==> config.mk <==
export PLATFORM = sky130hd
export DESIGN_NAME = hill_cipher_encrypt_unit
export DESIGN_NICKNAME = d
export VERILOG_FILES = /design/src/hdl/hce_pkg.sv /design/src/hdl/hce_mac.sv /design/src/hdl/hce_seq.sv /design/src/hdl/hill_cipher_encrypt_unit.sv
export VERILOG_INCLUDE_DIRS = /design/src /design/src/hdl
export SDC_FILE = /design/constraint.sdc
export NUM_CORES = 1
export LEC_CHECK = 0
export BUFFER_PORTS_ARGS = -buffer_cell sky130_fd_sc_hd__buf_4
export CORE_ASPECT_RATIO = 0.5
export CORE_MARGIN = 2
export CORE_UTILIZATION = 47
export DETAILED_ROUTE_END_ITERATION = 12
export PLACE_DENSITY = 0.62
export SLEW_MARGIN = 20
export SYNTH_ARGS = -nofsm -noshare
export SYNTH_HDL_FRONTEND = slang
export SYNTH_SLANG_ARGS = --single-unit
==> constraint.sdc <==
create_clock -name clk_i -period 9.75 [get_ports clk_i]
set_input_delay 0 -clock clk_i [delete_from_list [all_inputs] [get_ports clk_i]]
set_output_delay 0 -clock clk_i [all_outputs]
set_load 0.01 [all_outputs]
==> src/hdl/hill_cipher_encrypt_unit_assert.svh <==
// ----------------------------------------------------------------------------
// Hill cipher encrypt unit - assertion macros
// Shared concurrent assertion forms for the unit's modules.
// ----------------------------------------------------------------------------
`ifndef HILL_CIPHER_ENCRYPT_UNIT_ASSERT_SVH
`define HILL_CIPHER_ENCRYPT_UNIT_ASSERT_SVH

// Same-cycle implication, checked outside reset.
`define HCE_ASSERT_IMP(label, clk, rst_n, ante, cons, msg) \
  label: assert property (@(posedge clk) disable iff (!rst_n) (ante) |-> (cons)) \
    else $error(msg);

// Next-cycle implication, checked outside reset.
`define HCE_ASSERT_NXT(label, clk, rst_n, ante, cons, msg) \
  label: assert property (@(posedge clk) disable iff (!rst_n) (ante) |=> (cons)) \
    else $error(msg);

`endif

==> src/hdl/hce_pkg.sv <==
// ----------------------------------------------------------------------------
// Hill cipher encrypt package
// Types, constants and helpers shared by the encrypt unit's modules.
// ----------------------------------------------------------------------------
`timescale 1ns / 1ps
`default_nettype none

package hce_pkg;

  localparam int DEF_MAX_ORDER = 4;
  localparam int KEY_ROWS      = 4;
  localparam int KROW_W        = $clog2(KEY_ROWS);
  localparam int ENTRY_W       = 5;
  localparam int KEY_ROW_W     = KEY_ROWS * ENTRY_W;
  localparam int ORDER_W       = 3;
  localparam int CFG_IDX_W     = 3;
  localparam int MODULUS       = 26;
  localparam int ACC_W         = 12;  // holds KEY_ROWS * 31 * 31
  localparam int RECIP         = 2521; // ceil(2^16 / 26), exact for sums below 2^12
  localparam int RECIP_SHIFT   = 16;
  localparam int QUOT_W        = 8;
  localparam int RESET_ORDER   = 2;

  typedef enum logic [CFG_IDX_W-1:0] {
    CFG_KEY_ORDER = 3'd0,
    CFG_KEY_ROW_0 = 3'd1,
    CFG_KEY_ROW_1 = 3'd2,
    CFG_KEY_ROW_2 = 3'd3,
    CFG_KEY_ROW_3 = 3'd4
  } hce_cfg_e;

  typedef enum logic [1:0] {
    ST_IDLE,
    ST_MAC,
    ST_QUOT,
    ST_EMIT
  } hce_state_e;

  typedef struct packed {
    logic [ENTRY_W-1:0] plain_letter;
    logic               message_end;
  } hce_in_t;

  typedef struct packed {
    logic [ENTRY_W-1:0] cipher_letter;
    logic               block_end;
    logic               message_done;
  } hce_out_t;

  typedef struct packed {
    logic busy;
    logic first;
    logic mac_en;
    logic quot_en;
    logic emit;
    logic last_row;
  } hce_ctrl_t;

  // Largest usable block length: bounded by storage and by the key rows.
  function automatic int order_cap(input int max_order);
    return (max_order < KEY_ROWS) ? max_order : KEY_ROWS;
  endfunction

  // Width of a counter that can hold the largest block length.
  function automatic int cnt_width(input int max_order);
    return $clog2(order_cap(max_order) + 1);
  endfunction

  // Pick entry col out of a packed key row.
  function automatic logic [ENTRY_W-1:0] key_entry(input logic [KEY_ROW_W-1:0] row_word,
                                                   input logic [KROW_W-1:0]    col);
    logic [KEY_ROW_W-1:0] shifted;
    shifted = row_word >> (ENTRY_W * int'(col));
    return shifted[ENTRY_W-1:0];
  endfunction

endpackage

`default_nettype wire

==> src/hdl/hce_mac.sv <==
// ----------------------------------------------------------------------------
// Hill cipher shared multiply-accumulate unit
// One key-by-letter product per cycle, then a reciprocal mod-26 reduction.
// ----------------------------------------------------------------------------
`timescale 1ns / 1ps
`default_nettype none

module hce_mac (
  input  wire logic                      clk_i,
  input  wire hce_pkg::hce_ctrl_t        ctrl_i,
  input  wire logic [hce_pkg::ENTRY_W-1:0] key_i,
  input  wire logic [hce_pkg::ENTRY_W-1:0] letter_i,
  output logic      [hce_pkg::ENTRY_W-1:0] rem_o
);
  import hce_pkg::*;

  logic [2*ENTRY_W-1:0]         prod;
  logic [ACC_W-1:0]             acc_q, acc_d;
  logic [QUOT_W-1:0]            quot_q, quot_d;
  logic [ACC_W+ACC_W-1:0]       scaled;
  logic [ACC_W-1:0]             quot_mul;

  assign prod = key_i * letter_i;

  always_comb begin
    acc_d = acc_q;
    if (ctrl_i.mac_en) begin
      acc_d = ctrl_i.first ? ACC_W'(prod) : acc_q + ACC_W'(prod);
    end
  end

  // Quotient by reciprocal multiply; exact over the accumulator range.
  assign scaled = ACC_W'(acc_q) * ACC_W'(RECIP);

  always_comb begin
    quot_d = quot_q;
    if (ctrl_i.quot_en) begin
      quot_d = scaled[RECIP_SHIFT +: QUOT_W];
    end
  end

  always_ff @(posedge clk_i) begin
    acc_q  <= acc_d;
    quot_q <= quot_d;
  end

  assign quot_mul = ACC_W'(quot_q) * ACC_W'(MODULUS);
  assign rem_o    = ENTRY_W'(acc_q - quot_mul);

endmodule

`default_nettype wire

==> src/hdl/hce_seq.sv <==
// ----------------------------------------------------------------------------
// Hill cipher block sequencer
// Walks rows and columns of the key matrix and paces the shared MAC.
// ----------------------------------------------------------------------------
`timescale 1ns / 1ps
`default_nettype none

module hce_seq #(
  parameter int MAX_ORDER = hce_pkg::DEF_MAX_ORDER
) (
  input  wire logic                                        clk_i,
  input  wire logic                                        rst_ni,
  input  wire logic                                        start_i,
  input  wire logic [hce_pkg::cnt_width(MAX_ORDER)-1:0]    order_i,
  input  wire logic                                        out_free_i,
  output hce_pkg::hce_ctrl_t                               ctrl_o,
  output logic      [hce_pkg::cnt_width(MAX_ORDER)-1:0]    row_o,
  output logic      [hce_pkg::cnt_width(MAX_ORDER)-1:0]    col_o
);
  import hce_pkg::*;

  `include "hill_cipher_encrypt_unit_assert.svh"

  localparam int CNT_W = cnt_width(MAX_ORDER);

  hce_state_e       state_q, state_d;
  logic [CNT_W-1:0] row_q, row_d;
  logic [CNT_W-1:0] col_q, col_d;
  logic             last_col;
  logic             last_row;

  assign last_col = (col_q == order_i - CNT_W'(1));
  assign last_row = (row_q == order_i - CNT_W'(1));

  // Next state
  always_comb begin
    state_d = state_q;
    case (state_q)
      ST_IDLE: begin
        if (start_i) state_d = ST_MAC;
      end
      ST_MAC: begin
        if (last_col) state_d = ST_QUOT;
      end
      ST_QUOT: begin
        state_d = ST_EMIT;
      end
      ST_EMIT: begin
        if (out_free_i) state_d = last_row ? ST_IDLE : ST_MAC;
      end
      default: begin
        state_d = ST_IDLE;
      end
    endcase
  end

  // Counters
  always_comb begin
    row_d = row_q;
    col_d = col_q;
    case (state_q)
      ST_IDLE: begin
        row_d = '0;
        col_d = '0;
      end
      ST_MAC: begin
        col_d = last_col ? '0 : col_q + CNT_W'(1);
      end
      ST_EMIT: begin
        if (out_free_i && !last_row) row_d = row_q + CNT_W'(1);
      end
      default: begin
        row_d = row_q;
        col_d = col_q;
      end
    endcase
  end

  // Outputs
  always_comb begin
    ctrl_o          = '0;
    ctrl_o.busy     = (state_q != ST_IDLE);
    ctrl_o.first    = (col_q == '0);
    ctrl_o.last_row = last_row;
    case (state_q)
      ST_MAC:  ctrl_o.mac_en  = 1'b1;
      ST_QUOT: ctrl_o.quot_en = 1'b1;
      ST_EMIT: ctrl_o.emit    = out_free_i;
      default: ctrl_o.mac_en  = 1'b0;
    endcase
  end

  assign row_o = row_q;
  assign col_o = col_q;

  always_ff @(posedge clk_i or negedge rst_ni) begin
    if (!rst_ni) begin
      state_q <= ST_IDLE;
      row_q   <= '0;
      col_q   <= '0;
    end else begin
      state_q <= state_d;
      row_q   <= row_d;
      col_q   <= col_d;
    end
  end

  `HCE_ASSERT_IMP(a_mac_in_range, clk_i, rst_ni, state_q == ST_MAC, (col_q < order_i) && (row_q < order_i), "MAC index beyond block order")
  `HCE_ASSERT_NXT(a_last_emit_idles, clk_i, rst_ni, ctrl_o.emit && last_row, state_q == ST_IDLE, "sequencer did not idle after last row")
  `HCE_ASSERT_IMP(a_quot_after_mac, clk_i, rst_ni, state_q == ST_QUOT, $past(state_q) == ST_MAC, "reduction entered without accumulation")

endmodule

`default_nettype wire

==> src/hdl/hill_cipher_encrypt_unit.sv <==
// ----------------------------------------------------------------------------
// Hill cipher encrypt unit
// Collects letters into blocks, pads short final blocks, and emits the
// key-matrix product of each block mod 26, one cipher letter per word.
// ----------------------------------------------------------------------------
//
//  channel | direction | handshake                 | word
//  --------+-----------+---------------------------+----------------------------
//  in      | input     | in_valid_i / in_stall_o   | plain_letter, message_end
//  out     | output    | out_valid_o / out_stall_i | cipher_letter, block_end,
//          |           |                           | message_done
//  cfg     | input     | cfg_valid_i / cfg_ready_o | cfg_index_i, cfg_data_i
//
//  A letter that does not close a block is stored and advances the fill count.
//  A closing letter starts n rows, each of a MAC step per key column, a
//  reduce step and an emit step, all run on the single shared MAC.
//  The input stalls while a block is in work; a stalled output register holds
//  the emit step, and the next word may be taken while the last result waits.
//  Reset clears the order to 2, the key rows to zero and the fill count.
// ----------------------------------------------------------------------------
`timescale 1ns / 1ps
`default_nettype none

module hill_cipher_encrypt_unit #(
  parameter int MAX_ORDER = hce_pkg::DEF_MAX_ORDER
) (
  input  wire logic                            clk_i,
  input  wire logic                            rst_ni,
  // letter input
  input  wire logic                            in_valid_i,
  output logic                                 in_stall_o,
  input  wire hce_pkg::hce_in_t                in_word_i,
  // cipher output
  output logic                                 out_valid_o,
  input  wire logic                            out_stall_i,
  output hce_pkg::hce_out_t                    out_word_o,
  // configuration writes
  input  wire logic                            cfg_valid_i,
  output logic                                 cfg_ready_o,
  input  wire logic [hce_pkg::CFG_IDX_W-1:0]   cfg_index_i,
  input  wire logic [hce_pkg::KEY_ROW_W-1:0]   cfg_data_i
);
  import hce_pkg::*;

  `include "hill_cipher_encrypt_unit_assert.svh"

  localparam int ORDER_CAP = order_cap(MAX_ORDER);
  localparam int CNT_W     = cnt_width(MAX_ORDER);
  localparam int IDX_W     = $clog2(MAX_ORDER);

  // Configuration registers
  logic [ORDER_W-1:0]   key_order_q, key_order_d;
  logic [KEY_ROW_W-1:0] key_rows_q [KEY_ROWS];
  logic [KEY_ROW_W-1:0] key_rows_d [KEY_ROWS];

  // Block collection
  logic [ENTRY_W-1:0]   block_store_q [MAX_ORDER];
  logic [CNT_W-1:0]     fill_q, fill_d;
  logic [CNT_W-1:0]     close_fill_q;
  logic                 last_q;

  // Output register
  logic                 out_valid_q, out_valid_d;
  hce_out_t             out_word_q;

  logic                 in_fire;
  logic                 cfg_fire;
  logic                 out_free;
  logic [CNT_W-1:0]     n_eff;
  logic [CNT_W-1:0]     base_idx;
  logic [CNT_W-1:0]     fill_next;
  logic                 closes;

  hce_ctrl_t            seq_ctrl;
  logic [CNT_W-1:0]     row;
  logic [CNT_W-1:0]     col;
  logic [ENTRY_W-1:0]   mac_key;
  logic [ENTRY_W-1:0]   mac_letter;
  logic [ENTRY_W-1:0]   mac_rem;

  assign in_stall_o  = seq_ctrl.busy;
  assign cfg_ready_o = !seq_ctrl.busy;
  assign in_fire     = in_valid_i && !in_stall_o;
  assign cfg_fire    = cfg_valid_i && cfg_ready_o;
  assign out_free    = !out_valid_q || !out_stall_i;

  // Effective block order: zero acts as one, large values saturate.
  always_comb begin
    if (key_order_q == '0) begin
      n_eff = CNT_W'(1);
    end else if (int'(key_order_q) > ORDER_CAP) begin
      n_eff = CNT_W'(ORDER_CAP);
    end else begin
      n_eff = CNT_W'(key_order_q);
    end
  end

  // Drop a stale partial block, then place the letter.
  assign base_idx  = (fill_q >= n_eff) ? '0 : fill_q;
  assign fill_next = base_idx + CNT_W'(1);
  assign closes    = (fill_next >= n_eff) || in_word_i.message_end;

  // Config decode
  always_comb begin
    key_order_d = key_order_q;
    key_rows_d  = key_rows_q;
    if (cfg_fire) begin
      case (cfg_index_i)
        CFG_KEY_ORDER: key_order_d   = cfg_data_i[ORDER_W-1:0];
        CFG_KEY_ROW_0: key_rows_d[0] = cfg_data_i;
        CFG_KEY_ROW_1: key_rows_d[1] = cfg_data_i;
        CFG_KEY_ROW_2: key_rows_d[2] = cfg_data_i;
        CFG_KEY_ROW_3: key_rows_d[3] = cfg_data_i;
        default:       key_order_d   = key_order_q;
      endcase
    end
  end

  // Fill count: clear on order rewrite or block close, advance otherwise.
  always_comb begin
    fill_d = fill_q;
    if (cfg_fire && (cfg_index_i == CFG_KEY_ORDER)) begin
      fill_d = '0;
    end else if (in_fire) begin
      fill_d = closes ? '0 : fill_next;
    end
  end

  always_ff @(posedge clk_i or negedge rst_ni) begin
    if (!rst_ni) begin
      key_order_q <= ORDER_W'(RESET_ORDER);
      for (int r = 0; r < KEY_ROWS; r++) begin
        key_rows_q[r] <= '0;
      end
      fill_q      <= '0;
    end else begin
      key_order_q <= key_order_d;
      key_rows_q  <= key_rows_d;
      fill_q      <= fill_d;
    end
  end

  // Letter store and block close context: payload only, no reset.
  always_ff @(posedge clk_i) begin
    if (in_fire) begin
      block_store_q[IDX_W'(base_idx)] <= in_word_i.plain_letter;
      if (closes) begin
        close_fill_q <= fill_next;
        last_q       <= in_word_i.message_end;
      end
    end
  end

  hce_seq #(
    .MAX_ORDER (MAX_ORDER)
  ) u_seq (
    .clk_i      (clk_i),
    .rst_ni     (rst_ni),
    .start_i    (in_fire && closes),
    .order_i    (n_eff),
    .out_free_i (out_free),
    .ctrl_o     (seq_ctrl),
    .row_o      (row),
    .col_o      (col)
  );

  // MAC operands: key entry and either a held letter or the pad letter.
  assign mac_key    = key_entry(key_rows_q[KROW_W'(row)], KROW_W'(col));
  assign mac_letter = (col < close_fill_q) ? block_store_q[IDX_W'(col)]
                                           : ENTRY_W'(col - close_fill_q);

  hce_mac u_mac (
    .clk_i    (clk_i),
    .ctrl_i   (seq_ctrl),
    .key_i    (mac_key),
    .letter_i (mac_letter),
    .rem_o    (mac_rem)
  );

  // Output register: load on emit, drop once taken.
  always_comb begin
    out_valid_d = out_valid_q;
    if (seq_ctrl.emit) begin
      out_valid_d = 1'b1;
    end else if (out_valid_q && !out_stall_i) begin
      out_valid_d = 1'b0;
    end
  end

  always_ff @(posedge clk_i or negedge rst_ni) begin
    if (!rst_ni) begin
      out_valid_q <= 1'b0;
    end else begin
      out_valid_q <= out_valid_d;
    end
  end

  always_ff @(posedge clk_i) begin
    if (seq_ctrl.emit) begin
      out_word_q.cipher_letter <= mac_rem;
      out_word_q.block_end     <= seq_ctrl.last_row;
      out_word_q.message_done  <= seq_ctrl.last_row && last_q;
    end
  end

  assign out_valid_o = out_valid_q;
  assign out_word_o  = out_word_q;

  `HCE_ASSERT_IMP(a_fill_below_order, clk_i, rst_ni, !seq_ctrl.busy, fill_q < n_eff, "open block count not below order")
  `HCE_ASSERT_NXT(a_close_starts_block, clk_i, rst_ni, in_fire && closes, seq_ctrl.busy, "closing letter did not start block work")
  `HCE_ASSERT_IMP(a_done_on_block_end, clk_i, rst_ni, out_valid_q, !out_word_q.message_done || out_word_q.block_end, "message end flagged off a block end")

endmodule

`default_nettype wire
==> results_dict.tcl <==
set metrics [dict create \
    cts.sinks 142 \
    crit_path_frequent_cell "fa_1" \
    initial_utilization 0.484 \
    synth.ff_latch_count 142 \
    htree_levels 4 \
    die-width_um 210 \
    max_freq_mhz 147 \
    synth_top_family_by_area "adder cells" \
    initial_antenna_violation_count 0 \
    insertedDiodeCount 0 \
    drt-pass1-iter-count 4 \
    drive_above_1_share 0.225 \
    core-area_um2 20700 \
    timing.critical_path.slowest_cell_delay_ps 620 \
    ys_warn_count 0 \
    top_level_ports 44 \
    maximum_count_of_clock_buffers_along_a_single_path 2 \
    root_buffer "clkbuf_16" \
    ys_async_sr_fraction 0.669 \
    wl_per_cell_um 16.9 \
    final.min_clock_period_ps 6820 \
    final_setup_violations 0 \
    final.setup.tns_ps 0 \
    wl_mm 19.7 \
    final_antenna_violating_net_count 0 \
    startpoint_type "register" \
    synth-main-ff-cell "dfrtp_1" \
    synthCells 804 \
    place.gp.congestion 0.828 \
    worst_pin_slew_ps 835 \
    vias_per_cell 5.39 \
    grt_pass1_wl_mm 33.6 \
    vert_die_dim_um 107 \
    residual_drc_count 0 \
    maxSlewHeadroom 0.442 \
    post_synth_mux_area_share 0.166 \
    post_synth_and_or_nand_nor_area_fraction 0.0678 \
    finalNetCount 1084 \
    yosysSeqAreaShare 0.379 \
    syn_nets 1005 \
    worst_clock_skew_ps 13.1 \
    synth_edf_count 47 \
    synth_cell_type_count 52 \
    slowest_cell_on_crit_path "dfrtp_1" \
    std_cell_rows 37 \
    crit_type "reg -> reg" \
    synth_compound_gate_area_share 0.0635 \
    synth-xor-area-share 0.0311 \
    timing.critical_path.fanout_max 14 \
    detailedPlacementHpwl_mm 14.1 \
    final_hold_viol_count 0 \
    worstPathArrival_ps 6980 \
    clk_latency_ps 440 \
    detail_route.iter0.violations 312 \
    critical_path_required_ps 9910 \
    fp.dieArea_um2 22500 \
    holdCritPathClass "in -> reg" \
    status "finished clean" \
    grt_max_degree 87 \
    unrepaired_setup_endpoints_after_global_routing "no" \
    first_global_vias 6754 \
    list_of_cells_traversed_by_the_critical_path "inv_1 -> ha_1 -> inv_1 -> fa_1 -> fa_1 -> inv_1 -> a211o_1 -> a21boi_0 -> nand2b_1 -> fa_1 -> fa_1 -> fa_1 -> inv_1 -> ha_1 -> o21ai_0 -> o21bai_1 -> a21oi_1 -> xnor2_1 -> ha_1 -> o21ai_0 -> a21oi_1 -> a32oi_1 -> xor2_1 -> nor2_1" \
    max_cap_violations 0 \
    grt_overflow_total 0 \
    fillCellCount 1723 \
    routed-via-count 6306 \
    ff_latch_area_um2 3790 \
    port_buffers 43 \
    cts-buffers-inserted 17 \
    tritoncts "built" \
    multi_input_combinational_cell_area_um2 5790 \
    critPathCaptureType "register" \
    cts_clock_pin_slew_for_the_worst_setup_and_hold_paths_ps 70 \
    netlist_area_um2 10000 \
    areaGrowthSynthToFinish_pct 15.3 \
    min_period_over_period 0.699 \
    synth.avg_cell_area_um2 12.4 \
    synth_adder_area_share 0.249 \
    number_of_pins_exceeding_their_max_slew_limit_in_the_final_report 0 \
    grt_util_all_layers 0.192 \
]
==> cell usage after synthesis, drive strengths merged (21+ instances only) <==
cell type  count  area (µm²)
ha           113        1410
edfxtp        47        1410
a21oi         22         110
o21ai         31         155
dfrtp         94        2350
xnor2         24         210
nor2          21        78.8
mux4          29         653
inv           88         330
fa            54        1080
nand2         38         143
mux2          86         968
==> final timing paths <==
check / from / slack [ps] / to / cells after the start
worst max-delay path: u_seq.col_o[0] / 2930 / u_mac.acc_q[11] / 24
worst min register to register: key_rows_q[16] / 500 / key_rows_q[16] / 1
max in group asynchronous: rst_ni / 8720 / fill_q[0] / 3
min in group asynchronous: rst_ni / 270 / key_rows_q[3] / 3
worst max register to register: u_seq.col_o[0] / 2930 / u_mac.acc_q[11] / 24
worst min-delay path: cfg_index_i[0] / 200 / key_order_q[1] / 4
==> critical path: cells and delay by family, from the launching register on <==
kind	cells	cell delay, ps
fa+ha+maj	8	3120
compound gates	8	1690
xor+xnor	2	330
flops	1	620
buf+inv	4	540
simple gates	2	240
==> area by class of cell <==
type / instances / area share
Inverter: 89 / 0.0290
Multi-Input combinational cell: 554 / 0.502
Clock buffer: 18 / 0.0381
Clock inverter: 14 / 0.0149
Timing Repair Buffer: 79 / 0.0582
Sequential cell: 142 / 0.329
Tap cell: 273 / 0.0296
==> cells in the final DEF (no fill, tap or decap), drive strengths merged, types with 3 or more instances in the layout <==
master	netlist	routed
a21o	12	12
a211oi	5	5
edfxtp	47	47
mux4	29	29
xnor2	24	24
inv	88	98
clkinv	1	3
nand2	38	38
buf	10	49
nor2b	15	15
o21ai	31	31
a211o	4	4
nand2b	15	15
xor2	9	9
o21bai	4	4
and3	8	8
fa	54	54
nor3b	3	3
nor3	7	7
and2	4	4
mux2i	4	4
dlygate4sd3	0	30
nand3	16	16
clkbuf	9	18
a31oi	4	4
a21boi	5	5
dfrtp	94	94
or4	3	3
nor2	21	21
mux2	86	86
ha	113	113
a21oi	22	22
==> metrics by stage <==
| step | instance area (µm²) | utilization | setup WS (ps) | hold slack (ps) | cells |
|---|---|---|---|---|---|
| finish | 11500 | 0.557 | 2930 | 198 | 1169 |
| global route | 11500 | 0.557 | 2360 | 218 | 1169 |
| CTS | 11500 | 0.557 | 2950 | 164 | 1169 |
| detailed placement | 10600 | 0.513 | 2990 | -147 | 1107 |
| global placement | 10600 | 0.513 | 3130 | -147 | 1107 |
| floorplan | 10000 | - | 3560 | -296 | 804 |
==> kinds of logic after synthesis <==
group	Yosys count
fa+ha+maj	167
compound gates	99
xor+xnor	34
buf+inv	108
simple gates	135
mux	119
flops	142
==> state kept, by name, indices dropped and copies added, names as in the netlist <==
register	cells
u_mac.quot_q	4
out_valid_o	1
key_order_q	3
fill_q	3
key_rows_q	80
u_seq.col_o	3
close_fill_q	3
u_seq.row_o	3
u_seq.state_q	2
last_q	1
block_store_q	20
out_word_o	7
u_mac.acc_q	12
==> routing by layer <==
layer / vias up / part of all wire / GRT usage
met5: - / 0 / 0
met4: 0 / 0.016 / 0.0714
met3: 27 / 0.022 / 0.0322
met2: 73 / 0.48 / 0.324
met1: 3199 / 0.48 / 0.251
li1: 3007 / - / -
==> what timing repair did <==
| item | 4_1_cts | 5_1_grt |
|---|---|---|
| gates resized for setup | 0 | 0 |
| endpoints found under the setup margin | 0 | 0 |
| endpoints found under the hold margin | 116 | 0 |
| setup buffers | 0 | 0 |
| hold buffers | 30 | 0 |
Power is not shown: default switching activity piles up to over one toggle a cycle in this logic, so the estimate is an artifact.
